File: src/rtl/pws_pkg.sv
// Package for the pulse width statistics block: shared types and constants.
// Used by pws_divider, pws_stats and pulse_width_statistics. No dependencies.
`timescale 1ns / 1ps
package pws_pkg;

   localparam int unsigned DATA_W     = 32;
   localparam int unsigned RATE_W     = 20;
   localparam int unsigned CSR_IDX_W  = 2;
   localparam int unsigned DIV_CNT_W  = 5;

   localparam logic [CSR_IDX_W-1:0] CSR_WINDOW_LOW  = 2'd0;
   localparam logic [CSR_IDX_W-1:0] CSR_WINDOW_HIGH = 2'd1;

   localparam logic [DATA_W-1:0] WINDOW_LOW_RESET  = 32'd50;
   localparam logic [DATA_W-1:0] WINDOW_HIGH_RESET = 32'd100000;
   localparam logic [DATA_W-1:0] BITRATE_NUMERATOR = 32'd1000000;

   localparam logic MODE_PULSE = 1'b0;
   localparam logic MODE_CLEAR = 1'b1;

   typedef struct packed {
      logic [DATA_W-1:0] edge_total;
      logic [DATA_W-1:0] shortest;
      logic [DATA_W-1:0] longest;
      logic [DATA_W-1:0] duration_sum;
      logic [DATA_W-1:0] pulse_total;
   } stats_type;

   typedef struct packed {
      logic              start;
      logic [DATA_W-1:0] dividend;
      logic [DATA_W-1:0] divisor;
   } div_req_type;

   typedef struct packed {
      logic              busy;
      logic              done;
      logic [DATA_W-1:0] quotient;
   } div_rsp_type;

endpackage

File: src/rtl/pws_divider.sv
// Radix-2 restoring divider, one quotient bit per cycle, 32 steps per division.
// Depends on pws_pkg for widths and the request and response structs.
`timescale 1ns / 1ps
module pws_divider
   import pws_pkg::*;
(
   input  logic        clock,
   input  logic        reset,
   input  div_req_type div_req,
   output div_rsp_type div_rsp
);

   logic [DATA_W-1:0]    rem_ff, rem_in;
   logic [DATA_W-1:0]    quo_ff, quo_in;
   logic [DATA_W-1:0]    dvs_ff, dvs_in;
   logic [DIV_CNT_W-1:0] cnt_ff, cnt_in;
   logic                 busy_ff, busy_in;
   logic                 done_ff, done_in;

   logic [DATA_W:0]   partial;
   logic [DATA_W+1:0] diff;
   logic              q_bit;

   assign partial = {rem_ff, quo_ff[DATA_W-1]};
   assign diff    = {1'b0, partial} - {2'b00, dvs_ff};
   assign q_bit   = ~diff[DATA_W+1];

   always_comb begin
      rem_in  = rem_ff;
      quo_in  = quo_ff;
      dvs_in  = dvs_ff;
      cnt_in  = cnt_ff;
      busy_in = busy_ff;
      done_in = 1'b0;
      if (div_req.start && !busy_ff) begin
         rem_in  = '0;
         quo_in  = div_req.dividend;
         dvs_in  = div_req.divisor;
         cnt_in  = '1;
         busy_in = 1'b1;
      end else if (busy_ff) begin
         rem_in = q_bit ? diff[DATA_W-1:0] : partial[DATA_W-1:0];
         quo_in = {quo_ff[DATA_W-2:0], q_bit};
         cnt_in = cnt_ff - 1'b1;
         if (cnt_ff == '0) begin
            busy_in = 1'b0;
            done_in = 1'b1;
         end
      end
   end

   always_ff @(posedge clock) begin
      if (reset) begin
         busy_ff <= 1'b0;
         done_ff <= 1'b0;
         cnt_ff  <= '0;
      end else begin
         busy_ff <= busy_in;
         done_ff <= done_in;
         cnt_ff  <= cnt_in;
      end
      rem_ff <= rem_in;
      quo_ff <= quo_in;
      dvs_ff <= dvs_in;
   end

   assign div_rsp.busy     = busy_ff;
   assign div_rsp.done     = done_ff;
   assign div_rsp.quotient = quo_ff;

endmodule

File: src/rtl/pws_stats.sv
// Statistics registers: edge count, window-qualified minimum, maximum, sum and count.
// Depends on pws_pkg for stats_type and the mode codes.
`timescale 1ns / 1ps
module pws_stats
   import pws_pkg::*;
(
   input  logic              clock,
   input  logic              reset,
   input  logic              take,
   input  logic              mode,
   input  logic [DATA_W-1:0] pulse_length,
   input  logic [DATA_W-1:0] window_low,
   input  logic [DATA_W-1:0] window_high,
   output stats_type         stats
);

   stats_type stats_ff, stats_in;
   logic      qualifies;

   assign qualifies = (pulse_length >= window_low) && (pulse_length <= window_high);

   always_comb begin
      stats_in = stats_ff;
      if (take) begin
         unique case (mode)
            MODE_CLEAR: begin
               stats_in = '0;
            end
            MODE_PULSE: begin
               stats_in.edge_total = stats_ff.edge_total + 1'b1;
               if (qualifies) begin
                  // A shortest value of zero means no qualifying pulse yet.
                  if (stats_ff.shortest == '0 || pulse_length < stats_ff.shortest) begin
                     stats_in.shortest = pulse_length;
                  end
                  if (pulse_length > stats_ff.longest) begin
                     stats_in.longest = pulse_length;
                  end
                  stats_in.duration_sum = stats_ff.duration_sum + pulse_length;
                  stats_in.pulse_total  = stats_ff.pulse_total + 1'b1;
               end
            end
            default: begin
               stats_in = stats_ff;
            end
         endcase
      end
   end

   always_ff @(posedge clock) begin
      if (reset) begin
         stats_ff <= '0;
      end else begin
         stats_ff <= stats_in;
      end
   end

   assign stats = stats_ff;

endmodule

File: src/rtl/pulse_width_statistics.sv
// Top level of the pulse width statistics block: sequencer, window registers, result register.
// Depends on pws_pkg, pws_stats and pws_divider.
//
//  channel | ports                                   | direction
//  --------+-----------------------------------------+----------
//  req     | req_valid/ready, mode, pulse_length     | in
//  rsp     | rsp_valid/ready, edge_total .. bitrate  | out
//  csr     | csr_valid/ready, index, wdata           | in
//
// Each accepted item runs two 32-step passes through the one shared radix-2 divider (mean,
// then bitrate), in the sequencer states mean start, mean wait, rate start and rate wait; the
// output state then loads the result register once any earlier result has been taken.
// The block accepts one item at a time; req_ready is high only while the sequencer idles.
// A finished result waits in the output register while the next item is accepted.
// Synchronous active-high reset clears statistics and restores the window defaults.
`timescale 1ns / 1ps
module pulse_width_statistics
   import pws_pkg::*;
(
   input  logic                 clock,
   input  logic                 reset,

   input  logic                 req_valid,
   output logic                 req_ready,
   input  logic                 req_mode,
   input  logic [DATA_W-1:0]    req_pulse_length,

   output logic                 rsp_valid,
   input  logic                 rsp_ready,
   output logic [DATA_W-1:0]    rsp_edge_total_out,
   output logic [DATA_W-1:0]    rsp_shortest_out,
   output logic [DATA_W-1:0]    rsp_longest_out,
   output logic [DATA_W-1:0]    rsp_mean_out,
   output logic [RATE_W-1:0]    rsp_bitrate_out,

   input  logic                 csr_valid,
   output logic                 csr_ready,
   input  logic [CSR_IDX_W-1:0] csr_index,
   input  logic [DATA_W-1:0]    csr_wdata
);

   localparam logic [2:0] S_IDLE       = 3'd0;
   localparam logic [2:0] S_MEAN_START = 3'd1;
   localparam logic [2:0] S_MEAN_WAIT  = 3'd2;
   localparam logic [2:0] S_RATE_START = 3'd3;
   localparam logic [2:0] S_RATE_WAIT  = 3'd4;
   localparam logic [2:0] S_OUTPUT     = 3'd5;

   logic [2:0]        state_ff, state_in;
   logic [DATA_W-1:0] window_low_ff, window_low_in;
   logic [DATA_W-1:0] window_high_ff, window_high_in;
   logic [DATA_W-1:0] mean_ff, mean_in;
   logic [RATE_W-1:0] rate_ff, rate_in;
   logic              rsp_valid_ff, rsp_valid_in;
   logic [DATA_W-1:0] out_edge_ff, out_edge_in;
   logic [DATA_W-1:0] out_short_ff, out_short_in;
   logic [DATA_W-1:0] out_long_ff, out_long_in;
   logic [DATA_W-1:0] out_mean_ff, out_mean_in;
   logic [RATE_W-1:0] out_rate_ff, out_rate_in;

   logic        req_take;
   stats_type   stats;
   div_req_type div_req;
   div_rsp_type div_rsp;

   assign req_ready = (state_ff == S_IDLE);
   assign req_take  = req_valid && req_ready;
   assign csr_ready = 1'b1;

   pws_stats u_stats (
      .clock        (clock),
      .reset        (reset),
      .take         (req_take),
      .mode         (req_mode),
      .pulse_length (req_pulse_length),
      .window_low   (window_low_ff),
      .window_high  (window_high_ff),
      .stats        (stats)
   );

   pws_divider u_divider (
      .clock   (clock),
      .reset   (reset),
      .div_req (div_req),
      .div_rsp (div_rsp)
   );

   always_comb begin
      div_req.start    = (state_ff == S_MEAN_START) || (state_ff == S_RATE_START);
      div_req.dividend = (state_ff == S_RATE_START) ? BITRATE_NUMERATOR : stats.duration_sum;
      div_req.divisor  = (state_ff == S_RATE_START) ? stats.shortest : stats.pulse_total;
   end

   always_comb begin
      window_low_in  = window_low_ff;
      window_high_in = window_high_ff;
      if (csr_valid && csr_ready) begin
         if (csr_index == CSR_WINDOW_LOW) begin
            window_low_in = csr_wdata;
         end
         if (csr_index == CSR_WINDOW_HIGH) begin
            window_high_in = csr_wdata;
         end
      end
   end

   always_comb begin
      state_in     = state_ff;
      mean_in      = mean_ff;
      rate_in      = rate_ff;
      rsp_valid_in = rsp_valid_ff;
      out_edge_in  = out_edge_ff;
      out_short_in = out_short_ff;
      out_long_in  = out_long_ff;
      out_mean_in  = out_mean_ff;
      out_rate_in  = out_rate_ff;
      if (rsp_valid_ff && rsp_ready) begin
         rsp_valid_in = 1'b0;
      end
      unique case (state_ff)
         S_IDLE: begin
            if (req_take) begin
               state_in = S_MEAN_START;
            end
         end
         S_MEAN_START: begin
            state_in = S_MEAN_WAIT;
         end
         S_MEAN_WAIT: begin
            if (div_rsp.done) begin
               // Divisor zero yields all ones from the divider, so it is masked here.
               mean_in  = (stats.pulse_total == '0) ? '0 : div_rsp.quotient;
               state_in = S_RATE_START;
            end
         end
         S_RATE_START: begin
            state_in = S_RATE_WAIT;
         end
         S_RATE_WAIT: begin
            if (div_rsp.done) begin
               rate_in  = (stats.shortest == '0) ? '0 : div_rsp.quotient[RATE_W-1:0];
               state_in = S_OUTPUT;
            end
         end
         S_OUTPUT: begin
            if (!rsp_valid_ff || rsp_ready) begin
               rsp_valid_in = 1'b1;
               out_edge_in  = stats.edge_total;
               out_short_in = stats.shortest;
               out_long_in  = stats.longest;
               out_mean_in  = mean_ff;
               out_rate_in  = rate_ff;
               state_in     = S_IDLE;
            end
         end
         default: begin
            state_in = S_IDLE;
         end
      endcase
   end

   always_ff @(posedge clock) begin
      if (reset) begin
         state_ff       <= S_IDLE;
         rsp_valid_ff   <= 1'b0;
         window_low_ff  <= WINDOW_LOW_RESET;
         window_high_ff <= WINDOW_HIGH_RESET;
      end else begin
         state_ff       <= state_in;
         rsp_valid_ff   <= rsp_valid_in;
         window_low_ff  <= window_low_in;
         window_high_ff <= window_high_in;
      end
      mean_ff      <= mean_in;
      rate_ff      <= rate_in;
      out_edge_ff  <= out_edge_in;
      out_short_ff <= out_short_in;
      out_long_ff  <= out_long_in;
      out_mean_ff  <= out_mean_in;
      out_rate_ff  <= out_rate_in;
   end

   assign rsp_valid          = rsp_valid_ff;
   assign rsp_edge_total_out = out_edge_ff;
   assign rsp_shortest_out   = out_short_ff;
   assign rsp_longest_out    = out_long_ff;
   assign rsp_mean_out       = out_mean_ff;
   assign rsp_bitrate_out    = out_rate_ff;

`ifndef SYNTHESIS
   // No item may enter while a division is still running.
   a_no_take_while_dividing: assert property (@(posedge clock) disable iff (reset)
      req_take |-> !div_rsp.busy)
      else $error("item accepted while divider busy");

   // A reported bitrate is zero whenever no shortest pulse is known.
   a_rate_zero_without_min: assert property (@(posedge clock) disable iff (reset)
      (rsp_valid && rsp_shortest_out == '0) |-> (rsp_bitrate_out == '0))
      else $error("nonzero bitrate with zero shortest");

   // Once a nonzero shortest pulse exists it never exceeds the longest one.
   a_min_not_above_max: assert property (@(posedge clock) disable iff (reset)
      (stats.shortest != '0) |-> (stats.shortest <= stats.longest))
      else $error("shortest above longest");

   // The divider only reports completion while the sequencer is waiting for it.
   a_done_in_wait: assert property (@(posedge clock) disable iff (reset)
      div_rsp.done |-> (state_ff == S_MEAN_WAIT || state_ff == S_RATE_WAIT))
      else $error("divider completion outside a wait state");
`endif

endmodule

File: config.mk
export PLATFORM = sky130hd
export DESIGN_NAME = pulse_width_statistics
export DESIGN_NICKNAME = d
export VERILOG_FILES = /design/src/rtl/pws_pkg.sv /design/src/rtl/pws_divider.sv /design/src/rtl/pws_stats.sv /design/src/rtl/pulse_width_statistics.sv
export SDC_FILE = /design/constraint.sdc
export NUM_CORES = 1
export LEC_CHECK = 0
export BUFFER_PORTS_ARGS = -buffer_cell sky130_fd_sc_hd__buf_2
export CAP_MARGIN = 10
export CORE_ASPECT_RATIO = 0.9
export CORE_MARGIN = 1
export CORE_UTILIZATION = 53
export CTS_CLUSTER_SIZE = 25
export DETAILED_ROUTE_END_ITERATION = 8
export PLACE_DENSITY = 0.76
export SETUP_SLACK_MARGIN = 0.2
export SLEW_MARGIN = 25
export SYNTH_ARGS = -nofsm -noshare
export SYNTH_HDL_FRONTEND = slang
export SYNTH_SLANG_ARGS = --single-unit
File: constraint.sdc
create_clock -name clock -period 7.4 [get_ports clock]
set_input_delay 0.37 -clock clock [delete_from_list [all_inputs] [get_ports clock]]
set_output_delay 0.37 -clock clock [all_outputs]
set_load 0.01 [all_outputs]
Yosys cells after proc, flatten, opt, wreduce, memory -nomap -nowiden
Cells that the tools add are included.
- latch bits: 0
- word-level logic and storage cells: 95
- bits in read-only memories: 0
- output and inout bits: 151
- bits of input ports: 72
- register bits: 531
- RAM bits: 0
- memories kept: 0
- eq/ne operators: 13
- multiplexer cells: 23
- $lt $le $gt $ge: 4
- add/sub/neg operators: 5
- bitwise operators: 3
- $mul: 0
- shifts and indexed selects: 0
- div/mod/pow operators: 0
- reductions and logical operators: 25
- operators by type and width (operator ; number):
    case mux 160 bit (2 select lines) ; 1
    two-way mux 32 bit ; 7
    two-way mux 128 bit ; 1
    adder 32 x 1 -> 32 bit, second input constant ; 2
    logical NOT 32 bit ; 2
    subtractor 33 x 32 -> 34 bit ; 1
    adder 32 bit ; 1
    greater-or-equal comparator 32 bit ; 1
    > comparator 32 bit ; 1
    <= comparator 32 bit ; 1
    < comparator 32 bit ; 1
    case mux 3 bit (6 select lines) ; 1
    two-way mux 3 bit ; 4
    != test 2 x 1 -> 1 bit, second input constant ; 6
    AND reduction 2 bit ; 6
    two-way mux 5 bit ; 2
    two-way mux 1 bit ; 7
    == test 3 x 2 -> 1 bit, second input constant ; 2
    == test 3 bit, second input constant ; 2
    AND reduction 3 bit ; 2
    logical NOT 5 bit ; 1
    subtractor 5 x 1 -> 5 bit, second input constant ; 1
    logical AND 1 bit ; 4
    AND reduction 4 bit ; 1
    10 further kinds ; 15

Logic depth before layout (Yosys ltp)
- depth after elaboration: 5
- gate-level depth with buffers: 13
- mapped depth without buffers: 12

Cells and area by module
From an unflattened synthesis, not the netlist that was laid out.
- cell total of the unflattened synthesis: 2620
- area total of the unflattened synthesis: 27048.4 sq um
- modules (own cells, without submodules) (module ; times used ; area an instance (sq um) ; seq. area each (sq um) ; cells each):
    pws_stats ; 1 ; 11496.0 ; 3203.1 ; 1428
    pulse_width_statistics ; 1 ; 9723.1 ; 7367.1 ; 665
    pws_divider ; 1 ; 5829.3 ; 2702.6 ; 527

Worst setup path after synthesis
Ideal clock, no wire load.
- path kind: flip-flop to flip-flop
- start: register state_ff[1]
- end: register out_rate_ff[0], in the netlist rsp_bitrate_out[0] (enable)
- setup slack: -130 ps
- buffers on the path: 1
- required time: 6743 ps
- library setup time: 657 ps
- period minus slack after synthesis: 7530 ps
- arrival: 6872 ps
- cell stages (with the launch flop): 4
- cells stage by stage: dfxtp_1 clkbuf_1 nand3b_1 nor2_1
- longest elaborated chain between the ends: 2
- RTL lines (item ; RTL line ; source):
    start, declared ; pulse_width_statistics.sv:49 ; logic [2:0] state_ff, state_in;
    start signal, assigned ; pulse_width_statistics.sv:169 ; state_ff <= state_in;
    == test 3 bit ; pulse_width_statistics.sv:120 ; unique case (state_ff)
    AND reduction 2 bit (no source line) ; n/a ;
    end signal, assigned ; pulse_width_statistics.sv:180 ; out_rate_ff <= out_rate_in;
    end, declared ; pulse_width_statistics.sv:59 ; logic [RATE_W-1:0] out_rate_ff, out_rate_in;
Every way passes these cells.
A chain may end at the register's enable or synchronous reset.

Worst setup path in the final report
- start: register state_ff[1]
- end: register u_stats.stats_ff (netlist bit u_stats.stats[102])
- longest elaborated chain between the ends: 3
- RTL lines (item ; RTL line ; source):
    logical NOT 3 bit ; pulse_width_statistics.sv:66 ; assign req_ready = (state_ff == S_IDLE);
    logical AND 1 bit ; pulse_width_statistics.sv:67 ; assign req_take = req_valid && req_ready;
    AND reduction 3 bit (no source line) ; n/a ;
    end signal, assigned ; pws_stats.sv:54 ; stats_ff <= stats_in;
    end, declared ; pws_stats.sv:17 ; stats_type stats_ff, stats_in;
Every way passes these cells.

==> flow_summary_export.csv <==
group,metric,value,unit
status,outcome,"completed",
worst_setup_path,crit_type,"reg2reg",
grt,grt_max_degree,91,
timing,min_period,3.907,ns
yosys,ys_seq_area_share,50.38,%
timing,finalSetupViolations,0,
pwr,p_per_area,228.5,nW/um^2
floorplanning,core_area,49130,sq um
floorplanning,io_pins,223,
yosys,syn_area,26350,sq um
clock_network,ctsResizeCount,0,
yosys,synthMuxAreaShare,2.071,%
yosys,synth_xor_area_share,2.593,%
clock_network,clk_path_buf_depth,3,
routing,drtPass1Iterations,6,
yosys,synthAdderAreaFrac,9.413,%
routing,wire_per_inst,19.83,microns
timing,fin_hold_ws,0.02293,ns
worst_setup_path,path_cells,"buf_4 > nor3_4 > nand2_1 > nor2_1 > o211ai_1 > a21oi_1 > a2bb2oi_1 > o21a_1 > buf_4 > o32a_2 > mux2i_1",
grt,antenna_found_initial,3,
routing,dr_total_vias,20700,
clock_network,cts_root_buffer,"clkbuf_16",
floorplanning,die_x,237.0,microns
worst_setup_path,cp_common_cell,"buf_4",
finish,synthToLayoutAreaGrowth,14.26,%
placed_design,io_buffer_count,221,
timing,worstMarginPinSlew,1.069,ns
finish,multi_input_area,11940,sq um
worst_setup_path,cp-start-kind,"flop",
clock_network,clk_pin_slew,0.06,ns
worst_setup_path,cp-end-kind,"flop",
worst_setup_path,cp.required,7.94,ns
routing,viasPerCell,5.906,
clock_network,cts-buffers-inserted,55,
timing,rsz0062_at_grt,"no",
yosys,syn-instance-count,2614,
finish,drive_gt1_share,13.69,%
grt,grt_pass1_vias,19800,
yosys,ys_warn_count,0,
pwr,vdd_drop_max,0.0001692,V
yosys,avgSynthCellArea,10.08,sq um
worst_setup_path,cp.arrival,4.45,ns
yosys,synth_top_family_by_area,"simple AND/OR/NAND/NOR gates",
finish,fill_cells,4047,
timing,setup_tns,0,ns
clock_network,cts_sinks,531,
timing,max_freq,256.0,MHz
routing,wirelength,69500,microns
yosys,ys_ff_latch,531,
grt,grt_pass1_wl,107200,microns
worst_setup_path,critical_path.slowest_cell,"o32a_2",
yosys,synth_edf_count,264,
worst_setup_path,cpLargestDelayFamily,"compound AO/OA/AOI/OAI gates",
flow_run,maxCapViolations,0,
routing,drc,0,
worst_setup_path,critPathMaxFanout,41,
clock_network,clkLatencyLatePin,0.63,ns
placed_design,gp_congestion,1.002,
hold_path,hold_path_class,"in2reg",
yosys,synth_simple_gate_area_share,15.68,%
yosys,synth.distinct_cells,92,
timing,max-slew-margin-rel,28.76,%
yosys,syn-num-nets,2883,
grt,grt_overflow,0,
routing,drt_iter0_drc,1878,
floorplanning,die_y,213.5,microns
clock_network,post_cts_buffers,0,
timing,maxSlewViolCount,0,
finish,final_nets,3093,
worst_setup_path,slowest_delay,0.94,ns
clock_network,htreeDepth,2,
clock_network,cts_tree,"yes",
finish,seqCellArea,13270,sq um
yosys,ys.flop_type,"dfxtp_1",
grt,grtUsageTotal,26.94,%
yosys,synth_compound_area_share,15.22,%
timing,skew,0.02323,ns
routing,ant_nets,0,
clock_network,cts_hold_buf,23,
timing,period_share,52.80,%
floorplanning,die_area,50610,sq um
yosys,async_flop_share,0,%
worst_setup_path,crit_buf_inv,2,
timing,hold_viol,0,
floorplanning,start_util,53.62,%
floorplanning,fp-row-count,77,
placed_design,hpwl,49780,microns
pwr,p_leak,11.96,nW
[cell usage in the layout, fill, tap and decap left out, types with 50 or more instances in the layout]
cell type  count
a21o_1        77
a21oi_1      169
buf_2        221
clkbuf_16     55
dfxtp_1      267
edfxtp_1     264
ha_1         195
inv_1        184
mux2i_1       50
nand2_1      339
nand3_1       98
nand4_1       50
nor2_1       100
nor2b_1       68
o21ai_0      127
[per-layer routing]
layer  vias to the layer above  routed length (microns)  GRT usage, %
met5                         -                       12             0
met3                       192                     5039         4.544
li1                       9809                        -             -
met4                         2                     2792         11.69
met2                       847                    32130         44.50
met1                      9846                    29520         35.12
[where the power goes]
group / switching [mW] / leakage [nW] / internal (mW)
combinational: 0.490 / 6.34 / 0.290
sequential: 0.0807 / 4.74 / 3.18
clock: 1.19 / 0.888 / 1.64
[cell usage after synthesis, drive strengths merged, types with 13 or more instances]
master	instances	area share [%]
a211oi	19	0.58
a21o	77	2.2
a21oi	170	3.2
a22o	42	1.4
and3	21	0.52
buf	33	0.81
clkbuf	83	1.2
dfxtp	267	20
edfxtp	264	30
ha	195	9.3
inv	185	2.6
mux2i	50	1.9
nand2	341	4.9
nand2b	41	0.98
nand3	98	1.9
nand4	51	1.3
nor2	105	1.5
nor2b	68	1.6
nor3	31	0.67
nor4	22	0.58
o211ai	34	0.97
o21a	26	0.74
o21ai	136	2.6
o31ai	13	0.37
or2	24	0.57
or3	14	0.33
xnor2	41	1.4
xor2	37	1.2
[flip-flops by register name, indices dropped and copies added (netlist names)]
name and count:
mean_ff 32, rate_ff 20, rsp_bitrate_out 20, rsp_edge_total_out 32, rsp_longest_out 32, rsp_mean_out 32, rsp_shortest_out 32, rsp_valid 1
state_ff 3, u_divider.busy_ff 1, u_divider.cnt_ff 5, u_divider.done_ff 1, u_divider.dvs_ff 32, u_divider.quo_ff 32, u_divider.rem_ff 32, u_stats.stats 160
window_high_ff 32, window_low_ff 32
[final cells by class]
| class | count | share of cell area [%] |
|---|---|---|
| tap | 632 | 2.627 |
| clock buffer | 71 | 4.805 |
| timing repair buffer | 269 | 5.113 |
| clock inverter | 33 | 1.397 |
| antenna | 1 | 0.008313 |
| multi-input combinational | 1782 | 39.65 |
| inverter | 185 | 2.307 |
| sequential | 531 | 44.09 |
[cells by family (layout without fill, tap and decap cells)]
| logic type | count (synthesis) | count (layout) |
|---|---|---|
| DFF | 531 | 531 |
| adders and majority gates | 197 | 197 |
| and+or+nand+nor | 845 | 845 |
| buffers and inverters | 301 | 558 |
| muxes | 54 | 54 |
| xor gates and xnor gates | 78 | 78 |
| AOI/OAI and AO/OA | 607 | 607 |
| other | 1 | 2 |
[through the flow]
| step | setup WS, ns | instances | utilization (%) | area [sq um] | power [mW] |
|---|---|---|---|---|---|
| 6_report | 3.493 | 3504 | 61.26 | 30100 | 6.878 |
| 5_1_grt | 3.327 | 3504 | 61.26 | 30100 | 7.111 |
| 4_1_cts | 3.477 | 3502 | 61.21 | 30080 | 6.900 |
| 3_5_place_dp | 3.357 | 3375 | 56.94 | 27980 | 4.072 |
| 3_3_place_gp | 3.464 | 3374 | 56.89 | 27950 | 4.038 |
| 2_1_floorplan | 2.365 | 2614 | - | 26350 | 3.816 |
[final timing paths]
kind	startpoint	endpoint	slack [ns]	depth (start not counted)
hold / removal	csr_wdata[28]	window_high_ff[28]	0.02	3
setup reg to reg	state_ff[1]	u_stats.stats[102]	3.49	11
setup / recovery	state_ff[1]	u_stats.stats[102]	3.49	11
hold reg to reg	mean_ff[11]	rsp_mean_out[11]	0.41	0
[worst register-to-register path: cells and delay by family (launching register included)]
family	cells	cell delay (ns)
mux	1	0.33
flops	1	0.30
compound gates	5	1.78
buf+inv	2	0.65
simple gates	3	0.78
Note: power is estimated with default switching activity, not from simulation.
